**src/pd_pkg.sv**
```systemverilog
package pd_pkg;

  localparam int unsigned MaxRes = 3;
  localparam int unsigned QDepth = 2;
  localparam int unsigned QPtrW = $clog2(QDepth);
  localparam int unsigned QCntW = $clog2(QDepth + 1);
  localparam int unsigned ResIdxW = $clog2(MaxRes);
  localparam int unsigned ResCntW = $clog2(MaxRes + 1);

  localparam logic [7:0] PCT_CHAR = 8'h25;

  typedef struct packed {
    logic [7:0] in_byte;
    logic       in_last;
  } in_t;

  typedef struct packed {
    logic [7:0] out_byte;
    logic       out_last;
  } out_t;

  // The results of one input item, in order, with their count.
  typedef struct packed {
    logic [MaxRes-1:0][7:0] bytes;
    logic [ResCntW-1:0]     cnt;
    logic                   last;
  } grp_t;

  function automatic logic is_hex(input logic [7:0] c);
    return (c >= 8'h30 && c <= 8'h39) || (c >= 8'h41 && c <= 8'h46) ||
           (c >= 8'h61 && c <= 8'h66);
  endfunction

  function automatic logic [3:0] hex_nib(input logic [7:0] c);
    logic [7:0] v;
    v = 8'h00;
    if (c >= 8'h30 && c <= 8'h39) begin
      v = c - 8'h30;
    end else if (c >= 8'h41 && c <= 8'h46) begin
      v = c - 8'h37;
    end else if (c >= 8'h61 && c <= 8'h66) begin
      v = c - 8'h57;
    end
    return v[3:0];
  endfunction

endpackage

```
**src/pd_front.sv**
```systemverilog
module pd_front (
  input  logic        clk,
  input  logic        rst,
  input  pd_pkg::in_t item,
  input  logic        accept,
  output pd_pkg::grp_t grp,
  output logic        grp_push
);
  import pd_pkg::*;

  logic               pct;
  logic               dig;
  logic [7:0]         held;
  logic               pct_next;
  logic               dig_next;
  logic [7:0]         held_next;
  logic [ResCntW-1:0] n;
  logic               hv;
  grp_t               g;

  always_comb begin
    g = '0;
    n = '0;
    pct_next = pct;
    dig_next = dig;
    held_next = held;
    hv = is_hex(item.in_byte);
    if (pct && dig) begin
      pct_next = 1'b0;
      dig_next = 1'b0;
      if (hv) begin
        g.bytes[0] = {hex_nib(held), hex_nib(item.in_byte)};
        n = ResCntW'(1);
      end else begin
        g.bytes[0] = PCT_CHAR;
        g.bytes[1] = held;
        n = ResCntW'(2);
        if (item.in_byte == PCT_CHAR) begin
          pct_next = 1'b1;
        end else begin
          g.bytes[2] = item.in_byte;
          n = ResCntW'(3);
        end
      end
    end else if (pct) begin
      if (hv) begin
        dig_next = 1'b1;
        held_next = item.in_byte;
      end else begin
        g.bytes[0] = PCT_CHAR;
        n = ResCntW'(1);
        if (item.in_byte != PCT_CHAR) begin
          pct_next = 1'b0;
          g.bytes[1] = item.in_byte;
          n = ResCntW'(2);
        end
      end
    end else begin
      dig_next = 1'b0;
      if (item.in_byte == PCT_CHAR) begin
        pct_next = 1'b1;
      end else begin
        g.bytes[0] = item.in_byte;
        n = ResCntW'(1);
      end
    end
    if (item.in_last) begin
      if (pct_next) begin
        g.bytes[n[ResIdxW-1:0]] = PCT_CHAR;
        n = n + ResCntW'(1);
      end
      if (pct_next && dig_next) begin
        g.bytes[n[ResIdxW-1:0]] = held_next;
        n = n + ResCntW'(1);
      end
      pct_next = 1'b0;
      dig_next = 1'b0;
    end
    g.cnt = n;
    g.last = item.in_last;
  end

  assign grp = g;
  assign grp_push = accept && (n != '0);

  always_ff @(posedge clk) begin
    if (rst) begin
      pct <= 1'b0;
      dig <= 1'b0;
      held <= 8'h00;
    end else if (accept) begin
      pct <= pct_next;
      dig <= dig_next;
      held <= held_next;
    end
  end

  a_last_clears: assert property (@(posedge clk) disable iff (rst)
    accept && item.in_last |=> !pct && !dig)
    else $error("escape still pending after the last byte of a string");

  a_last_emits: assert property (@(posedge clk) disable iff (rst)
    accept && item.in_last |-> grp_push)
    else $error("last byte of a string produced no result");

endmodule

```
**src/pd_queue.sv**
```systemverilog
module pd_queue (
  input  logic         clk,
  input  logic         rst,
  input  pd_pkg::grp_t wr_grp,
  input  logic         wr_en,
  output logic         full,
  output pd_pkg::grp_t rd_grp,
  output logic         rd_valid,
  input  logic         rd_en
);
  import pd_pkg::*;

  grp_t             entries [QDepth];
  logic [QPtrW-1:0] wr_ptr;
  logic [QPtrW-1:0] rd_ptr;
  logic [QCntW-1:0] count;
  logic             do_wr;
  logic             do_rd;

  assign full = (count == QCntW'(QDepth));
  assign rd_valid = (count != '0);
  assign rd_grp = entries[rd_ptr];
  assign do_wr = wr_en && !full;
  assign do_rd = rd_en && rd_valid;

  always_ff @(posedge clk) begin
    if (do_wr) begin
      entries[wr_ptr] <= wr_grp;
    end
  end

  always_ff @(posedge clk) begin
    if (rst) begin
      wr_ptr <= '0;
      rd_ptr <= '0;
      count <= '0;
    end else begin
      if (do_wr) begin
        wr_ptr <= (wr_ptr == QPtrW'(QDepth - 1)) ? '0 : wr_ptr + QPtrW'(1);
      end
      if (do_rd) begin
        rd_ptr <= (rd_ptr == QPtrW'(QDepth - 1)) ? '0 : rd_ptr + QPtrW'(1);
      end
      if (do_wr && !do_rd) begin
        count <= count + QCntW'(1);
      end else if (do_rd && !do_wr) begin
        count <= count - QCntW'(1);
      end
    end
  end

  a_count_bound: assert property (@(posedge clk) disable iff (rst)
    count <= QCntW'(QDepth))
    else $error("queue count beyond its depth");

endmodule

```
**src/pd_back.sv**
```systemverilog
module pd_back (
  input  logic         clk,
  input  logic         rst,
  input  pd_pkg::grp_t grp,
  input  logic         grp_valid,
  output logic         grp_done,
  output pd_pkg::out_t result,
  output logic         empty,
  input  logic         pop
);
  import pd_pkg::*;

  logic [ResIdxW-1:0] idx;
  logic               at_end;

  assign at_end = (ResCntW'(idx) == grp.cnt - ResCntW'(1));
  assign empty = !grp_valid;
  assign result.out_byte = grp.bytes[idx];
  assign result.out_last = grp.last && at_end;
  assign grp_done = pop && grp_valid && at_end;

  always_ff @(posedge clk) begin
    if (rst) begin
      idx <= '0;
    end else if (pop && grp_valid) begin
      idx <= at_end ? '0 : idx + ResIdxW'(1);
    end
  end

  a_idx_in_range: assert property (@(posedge clk) disable iff (rst)
    grp_valid |-> ResCntW'(idx) < grp.cnt)
    else $error("result index past the end of its group");

  a_idx_restarts: assert property (@(posedge clk) disable iff (rst)
    grp_done |=> idx == '0)
    else $error("result index did not restart after a finished group");

endmodule

```
**src/percent_decoder_top.sv**
```systemverilog
// Channel   Handshake              Payload            Beat accepted when
// input     push / full            item   (in_t)      push && !full
// result    pop / empty            result (out_t)     pop && !empty
//
// The front decodes an input byte combinationally; its one to three results queue as a group
// (a byte with none queues nothing). The back delivers one result per cycle while popped with
// a group waiting; the two-group queue lets the front keep accepting while a group drains.
// Synchronous reset clears the pending escape, the queue and the result index.
// full depends only on the queue fill, so a full queue holds off every item, even one
// that yields no result.
module percent_decoder_top (
  input  logic         clk,
  input  logic         rst,
  input  logic         push,
  output logic         full,
  input  pd_pkg::in_t  item,
  output logic         empty,
  input  logic         pop,
  output pd_pkg::out_t result
);
  import pd_pkg::*;

  grp_t wr_grp;
  grp_t rd_grp;
  logic wr_en;
  logic rd_valid;
  logic rd_en;
  logic accept;

  assign accept = push && !full;

  pd_front u_front (
    .clk      (clk),
    .rst      (rst),
    .item     (item),
    .accept   (accept),
    .grp      (wr_grp),
    .grp_push (wr_en)
  );

  pd_queue u_queue (
    .clk      (clk),
    .rst      (rst),
    .wr_grp   (wr_grp),
    .wr_en    (wr_en),
    .full     (full),
    .rd_grp   (rd_grp),
    .rd_valid (rd_valid),
    .rd_en    (rd_en)
  );

  pd_back u_back (
    .clk       (clk),
    .rst       (rst),
    .grp       (rd_grp),
    .grp_valid (rd_valid),
    .grp_done  (rd_en),
    .result    (result),
    .empty     (empty),
    .pop       (pop)
  );

endmodule
```
**config.mk**
```make
export PLATFORM = sky130hd
export DESIGN_NAME = percent_decoder_top
export DESIGN_NICKNAME = d
export VERILOG_FILES = /design/src/pd_pkg.sv /design/src/pd_front.sv /design/src/pd_queue.sv /design/src/pd_back.sv /design/src/percent_decoder_top.sv
export SDC_FILE = /design/constraint.sdc
export NUM_CORES = 1
export LEC_CHECK = 0
export BUFFER_PORTS_ARGS = -buffer_cell sky130_fd_sc_hd__buf_2
export CORE_ASPECT_RATIO = 1.75
export CORE_MARGIN = 2
export CORE_UTILIZATION = 50
export DETAILED_ROUTE_END_ITERATION = 8
export PLACE_DENSITY = 0.76
export SETUP_SLACK_MARGIN = 0.4
export SLEW_MARGIN = 20
export SYNTH_ARGS = -nofsm -noshare
export SYNTH_HDL_FRONTEND = slang
export SYNTH_HIERARCHICAL = 1
export SYNTH_SLANG_ARGS = --single-unit
```
**constraint.sdc**
```tcl
create_clock -name clk -period 5.51 [get_ports clk]
set_clock_uncertainty 0.1 [all_clocks]
set_input_delay 1.102 -clock clk [delete_from_list [all_inputs] [get_ports clk]]
set_output_delay 1.102 -clock clk [all_outputs]
set_load 0.02 [all_outputs]
```
-- Word level (Yosys, flattened, before mapping)
Memory sizes are Yosys's and may differ from the RTL's. A register that Yosys moved wholly into a read port is not among the register bits.
Cells that the tools add are included.
- register bits: 16
- memory bits (writable): 54
- input port bits: 13
- logic and storage cells: 134
- memories: 1
- memories (name ; words ; bits a word ; read ports ; clocked after memory_dff ; write ports ; RTL line ; text):
    u_queue.entries ; 2 ; 27 ; 1 ; 1 ; 1 ; pd_queue.sv:13 ; grp_t entries [QDepth];
- $add $sub $neg: 14
- $lt $le $gt $ge: 17
- equal/unequal tests: 4
- mux-type cells: 60
- bitwise gates (word level): 3
- reduce and logical (&&, ||, !) cells: 28
- operators by type and width (cell ; count):
    two-way mux 24 bit ; 4
    two-way mux 8 bit ; 12
    two-way mux 16 bit ; 3
    demux 8 bit (select 2 bit) ; 2
    greater-or-equal comparator 8 x 7 -> 1 bit, second input constant ; 4
    less-or-equal comparator 8 x 7 -> 1 bit, second input constant ; 4
    bitwise mux 24 bit ; 1
    two-way mux 2 bit ; 12
    two-way mux 4 bit ; 6
    logical AND 1 bit ; 19
    two-way mux 1 bit ; 19
    binary-select mux 8 bit (select 2 bit) ; 1
    greater-or-equal comparator 8 x 6 -> 1 bit, second input constant ; 2
    less-or-equal comparator 8 x 6 -> 1 bit, second input constant ; 2
    subtractor 4 x 3 -> 4 bit, second input constant ; 4
    AND 15 bit ; 1
    inverter 15 bit ; 1
    less-than comparator 2 x 3 -> 1 bit, second input constant ; 3
    bitwise OR 9 bit ; 1
    adder 2 x 1 -> 2 bit, second input constant ; 4
    == test 8 x 6 -> 1 bit, second input constant ; 1
    inequality test 8 x 6 -> 1 bit, second input constant ; 1
    subtractor 4 x 1 -> 4 bit, second input constant ; 2
    nonzero test 2 bit ; 3
    7 further kinds ; 14

-- Depth between registers and ports, before layout
- depth in word-level cells: 20
- mapped depth: 20
- depth with buffers taken out: 20

-- Cells and area by module
Netlist, hierarchy kept.
- modules (own cells, without submodules) (module ; instances ; cells an instance ; area each (um2) ; sequential area each (um2)):
    pd_queue ; 1 ; 109 ; 2165.8 ; 1721.7
    pd_front ; 1 ; 234 ; 1626.6 ; 200.2
    pd_back ; 1 ; 44 ; 314.1 ; 40.0
    percent_decoder_top ; 1 ; 1 ; 13.8 ; 0.0

-- Least setup slack after synthesis
OpenSTA, ideal clock, no wires.
- path type: in2reg
- from: input item[1] in the netlist's numbering
- to: memory u_queue/entries[0][0] in the netlist's numbering, enable pin
- library setup time: 382 ps
- arrival time: 4963 ps
- data required time: 5028 ps
- slack: 66 ps
- stages on the path: 17
- cell sequence: inv_1 -> ha_1 -> nor3b_1 -> nor4_4 -> a21oi_1 -> o21ai_0 -> ha_1 -> nor4_1 -> a21oi_1 -> ha_1 -> nand2_1 -> o32a_1 -> o2111ai_1 -> a21boi_0 -> inv_1 -> or3_1 -> inv_1
- longest elaborated chain between the ends: 18
- RTL lines (element ; RTL line ; text):
    from (decl) ; percent_decoder_top.sv:16 ; input pd_pkg::in_t item,
    greater-or-equal comparator 8 x 6 -> 1 bit, or another cell as far along ; pd_pkg.sv:30 ; return (c >= 8'h30 && c <= 8'h39) || (c >= 8'h41 && c <= 8'h46) ||
    logical AND 1 bit ; pd_pkg.sv:30 ;
    logical OR 1 bit (2 in a row) ; pd_pkg.sv:30 ;
    two-way mux 2 bit ; pd_front.sv:46 ; if (hv) begin
    two-way mux 2 bit ; pd_front.sv:45 ; end else if (pct) begin
    two-way mux 2 bit ; pd_front.sv:28 ; if (pct && dig) begin
    adder 2 x 1 -> 2 bit ; pd_front.sv:70 ; n = n + ResCntW'(1);
    two-way mux 2 bit ; pd_front.sv:68 ; if (pct_next) begin
    (+2 left out) ; - ;
    two-way mux 2 bit ; pd_front.sv:72 ; if (pct_next && dig_next) begin
    two-way mux 2 bit * ; pd_front.sv:67 ; if (item.in_last) begin
    nonzero test 2 bit * ; pd_front.sv:84 ; assign grp_push = accept && (n != '0);
    logical AND 1 bit * ; pd_front.sv:84 ;
    named net wr_en ; percent_decoder_top.sv:25 ; logic wr_en;
    logical AND 1 bit * ; pd_queue.sv:23 ; assign do_wr = wr_en && !full;
    two-way mux 1 bit * ; pd_queue.sv:27 ; if (do_wr) begin
    two-way mux 1 bit (not written as such) * ; pd_queue.sv:28 ; entries[wr_ptr] <= wr_grp;
    to (decl) ; pd_queue.sv:13 ;
Mark *: on every way through the listed nets, which the timed path passes. The rest lies on a longest branch. The select of a mux whose other input is x is not followed.

-- Worst setup path after layout
- from: input item[1] in the netlist's numbering
- to: register u_queue.count[1]
- longest elaborated chain between the ends: 19
- RTL lines (element ; RTL line ; text):
    greater-or-equal comparator 8 x 6 -> 1 bit, or another cell as far along ; pd_pkg.sv:30 ;
    logical AND 1 bit ; pd_pkg.sv:30 ;
    logical OR 1 bit (2 in a row) ; pd_pkg.sv:30 ;
    two-way mux 2 bit ; pd_front.sv:46 ;
    two-way mux 2 bit ; pd_front.sv:45 ;
    two-way mux 2 bit ; pd_front.sv:28 ;
    adder 2 x 1 -> 2 bit ; pd_front.sv:70 ;
    two-way mux 2 bit ; pd_front.sv:68 ;
    (+3 left out) ; - ;
    two-way mux 2 bit * ; pd_front.sv:67 ;
    nonzero test 2 bit * ; pd_front.sv:84 ;
    logical AND 1 bit * ; pd_front.sv:84 ;
    named net wr_en ; percent_decoder_top.sv:25 ;
    logical AND 1 bit * ; pd_queue.sv:23 ;
    logical NOT 1 bit ; pd_queue.sv:46 ; end else if (do_rd && !do_wr) begin
    logical AND 1 bit ; pd_queue.sv:46 ;
    nonzero test 2 bit (no line) ; - ;
    to (signal assigned) ; pd_queue.sv:45 ; count <= count + QCntW'(1);
    to (signal assigned) ; pd_queue.sv:47 ; count <= count - QCntW'(1);
    to (decl) ; pd_queue.sv:16 ; logic [QCntW-1:0] count;
Marked as above.
A chain may end at the register's enable or synchronous reset.

==> summary.txt <==
Floorplan
  – Die height: around 120 µm
  – I/O pins: 24
  – Starting Density: 51.7%
  – Core ar.: ~8000 µm²
  – Die width: slightly above 70 µm
  – Row count: 43
  – DIE AREA: 9010 µm²

Logic synthesis
  – Synth Area per Inst: 10.6 µm²
  – Post-Synth XOR/XNOR Area: between 1 and 1.5%
  – Adder-cell share of the synthesized area: under 10%
  – Netlist Area Pre-Place: around 4100 µm²
  – #FFs+latches synth: 71
  – Post-synth EDFFs: 54
  – Mux cell area share after synthesis: 10.3%
  – Compound-Gate Fraction of Synth Area: ~15%
  – Async set-reset flop share out of synthesis: 0%
  – Post-synth top area share: 39.4%
  – Synth Area in Simple Gates: 16.5%
  – Combinational family with the most area after synthesis: simple AND/OR/NAND/NOR gates
  – Largest cells by area after synthesis: edfxtp_1 (39%), dfxtp_1 (8.3%), mux2_2 (7.7%)
  – Netlist cell types: 65
  – Synth Instances: approximately 390
  – Yosys top cell by area: edfxtp_1
  – Net Count, Synth: just over 400
  – Seq/Total Area, Yosys: a little under half
  – Synth warnings: 6
  – Post-synth top flop: edfxtp_1

STA
  – Max-slew violations: 0
  – Slew HR: a little under a third
  – Fin crit share: between 80 and 90%
  – Max Clk Rate: roughly 210 MHz
  – Final Setup Violations: 0
  – Worst-margin pin slew: 0.995 ns
  – WHS: between 0.3 and 0.4 ns
  – Fin crit period: 4.83 ns
  – Final hold violation count: 0
  – Setup TNS: 0 ns
  – Unrepaired setup endpoints after global routing: no

Cells and area
  – # diodes: 0
  – Final net count: 443
  – Area of the multi-input gates: 2010 µm²
  – Area Growth Syn to Fin: 13.8%
  – Register area: approximately 2000 µm²
  – Fillers: ~670
  – Layout cell share with drive strength beyond 1: a little under a quarter

Drt
  – DRC violation total after the first TritonRoute iteration: approximately 180
  – DRC Markers: 0
  – Routed len/inst: between 20 and 25 µm
  – Vias: about 3300
  – Detail Route Antenna Nets: 0
  – Vias/cell: 6.45
  – Final WL: 10900 µm
  – First drt pass iteration count: 5

Global routing
  – First-pass GRT wire length: approximately 17000 µm
  – Congestion Overflow GR: 0
  – Largest net degree at the start of global routing: 28
  – Initial antenna violation count: 0
  – Number of global-route vias before repair: roughly 3300
  – Total GRT Usage: a little over a quarter

Placed design
  – DP HPWL: just over 8000 µm
  – Port Buffers: 23
  – GP Congestion: around 1.0

Critical path
  – Crit-path max FO: 7
  – Worst Setup SP: item[1]
  – Setup CP Type: in -> reg
  – Setup crit start kind: input port
  – Worst-case reg-to-reg path depth: 18
  – Reg2reg end: u_queue/count[1]
  – Worst R2R Start: u_front/pct
  – Crit path capture type: flip-flop
  – CP arrival: about 5 ns
  – CP required: around 5.7 ns
  – Worst reg2reg setup slack: 1.75 ns

CTS
  – CTS tree: done
  – # hold bufs at CTS: 0
  – Post-CTS Resized: 0
  – Clock buffer depth: 2
  – Clk Latency, worst-skew pair: approximately 0.33 ns
  – CTS Buf Count: 9
  – Clock transition at path regs: about 0.05 ns
  – # H-tree levels: 3
  – Setup bufs post-CTS: 0
  – CTS sink count: slightly above 70
  – Root Driver: clkbuf_16

Power
  – Leakage: 1.65 nW
  – Power per cell area: between 300 and 400 nW/µm²
  – Final Power: around 1.7 mW
  – Maximum vdd drop: around 0.00017 V

Min path
  – Hold path cells: 2
  – Hold wc startpoint: u_queue/wr_ptr
  – Hold Path Sink: u_queue/wr_ptr
  – Min-delay worst type: reg -> reg

Flow run
  – MaxCap Viol Count: 0

Outcome
  – Run status: completed
-- critical path, cell delays in order --
cell and delay [ns]:
buf_2 0.16, inv_1 0.12, ha_1 0.25, nor3b_2 0.29
nor4_4 0.09, a21oi_2 0.26, o21ai_2 0.12, ha_1 0.34
nor4_4 0.28, a21oi_1 0.11, ha_1 0.29, nand2_1 0.05
o32a_1 0.29, o2111ai_1 0.12, a21boi_0 0.13, inv_1 0.10
nor2_1 0.06, ha_1 0.20, xor2_1 0.16, or3_1 0.31
a21oi_1 0.15
-- final cells by class --
class                      instances  share of cell area [%]
clock buffer                      10                    4.88
clock inverter                     5                    1.07
inverter                          17                    1.44
multi-input combinational        278                    42.8
sequential                        71                    41.8
tap                               90                    2.40
timing repair buffer              39                    5.55
-- power by group --
part | switching [mW] | internal [mW] | leakage, nW
Clock | 0.198 | 0.343 | 0.133
Combinational | 0.241 | 0.171 | 0.867
Sequential | 0.0349 | 0.678 | 0.645
-- metrics by stage --
stage | std cells | utilization (%) | setup WS (ns) | instance area [µm²]
floorplan | 388 | - | 0.429 | 4150
global placement | 495 | 55.3 | 0.383 | 4400
detailed placement | 495 | 55.3 | 0.331 | 4400
CTS | 510 | 58.8 | 0.661 | 4680
global route | 510 | 58.9 | 0.420 | 4690
finish | 510 | 58.9 | 0.685 | 4690
-- Yosys cell counts, drive strengths merged (10+ instances only) --
| library cell | n |
|---|---|
| edfxtp | 54 |
| nand2 | 38 |
| mux2 | 28 |
| a21oi | 24 |
| o21ai | 24 |
| nor2 | 20 |
| dfxtp | 17 |
| inv | 17 |
| buf | 14 |
| ha | 14 |
| mux2i | 11 |
| nand3 | 11 |
| nor3 | 10 |
-- cells by family after synthesis --
group | count (synthesis)
fa+ha+maj | 14
buf+inv | 39
xor+xnor | 7
flops | 71
compound gates | 97
simple gates | 121
mux | 39
-- sequential cells by signal, summed over array words and instances (netlist names), named ones only --
signal and count:
u_back/idx 2, u_queue/wr_ptr 1, u_front/dig 1, u_front/pct 1
u_queue/count 2, u_front/held 8, u_queue/rd_ptr 1, u_queue/entries 54
-- worst max path at each step --
stage	endpoint	depth (start not counted)
2_1_floorplan	u_queue/entries[0][0]	17
3_3_place_gp	u_queue/entries[0][25]	19
3_5_place_dp	u_queue/count[1]	21
4_1_cts	u_queue/count[1]	21
5_1_grt	u_queue/count[1]	21
6_report	u_queue/count[1]	21
-- per-layer routing --
layer | vias up | GRT usage (%) | share of wire, % | wire [µm]
li1 | 1510 | - | - | -
met1 | 1585 | 25.5 | 35 | 3840
met2 | 133 | 46.1 | 52 | 5670
met3 | 62 | 5.02 | 3.9 | 426
met4 | 0 | 21.2 | 8.9 | 975
met5 | - | 0 | 0 | 0
-- cells in the final DEF (no fill, tap or decap), drive strengths merged, types with 3 or more instances in the layout --
| cell type | netlist | routed |
|---|---|---|
| nand3 | 11 | 11 |
| a21oi | 24 | 24 |
| o32ai | 4 | 4 |
| nand2 | 38 | 38 |
| mux2i | 11 | 11 |
| a22oi | 3 | 3 |
| a2111oi | 3 | 3 |
| nor3b | 3 | 3 |
| and2 | 3 | 3 |
| o21a | 3 | 3 |
| o22a | 5 | 5 |
| mux2 | 28 | 28 |
| o22ai | 4 | 4 |
| nor3 | 10 | 10 |
| buf | 14 | 39 |
| clkinv | 0 | 3 |
| xor2 | 4 | 4 |
| edfxtp | 54 | 54 |
| or3 | 5 | 5 |
| nor4 | 4 | 4 |
| or2 | 3 | 3 |
| xnor2 | 3 | 3 |
| nor2b | 4 | 4 |
| clkbuf | 8 | 10 |
| a31oi | 4 | 4 |
| ha | 14 | 14 |
| a211oi | 4 | 4 |
| o21ai | 24 | 24 |
| nor2 | 20 | 20 |
| nand2b | 5 | 5 |
| dfxtp | 17 | 17 |
| inv | 17 | 16 |
No activity file was read; power rests on OpenSTA's default activity.
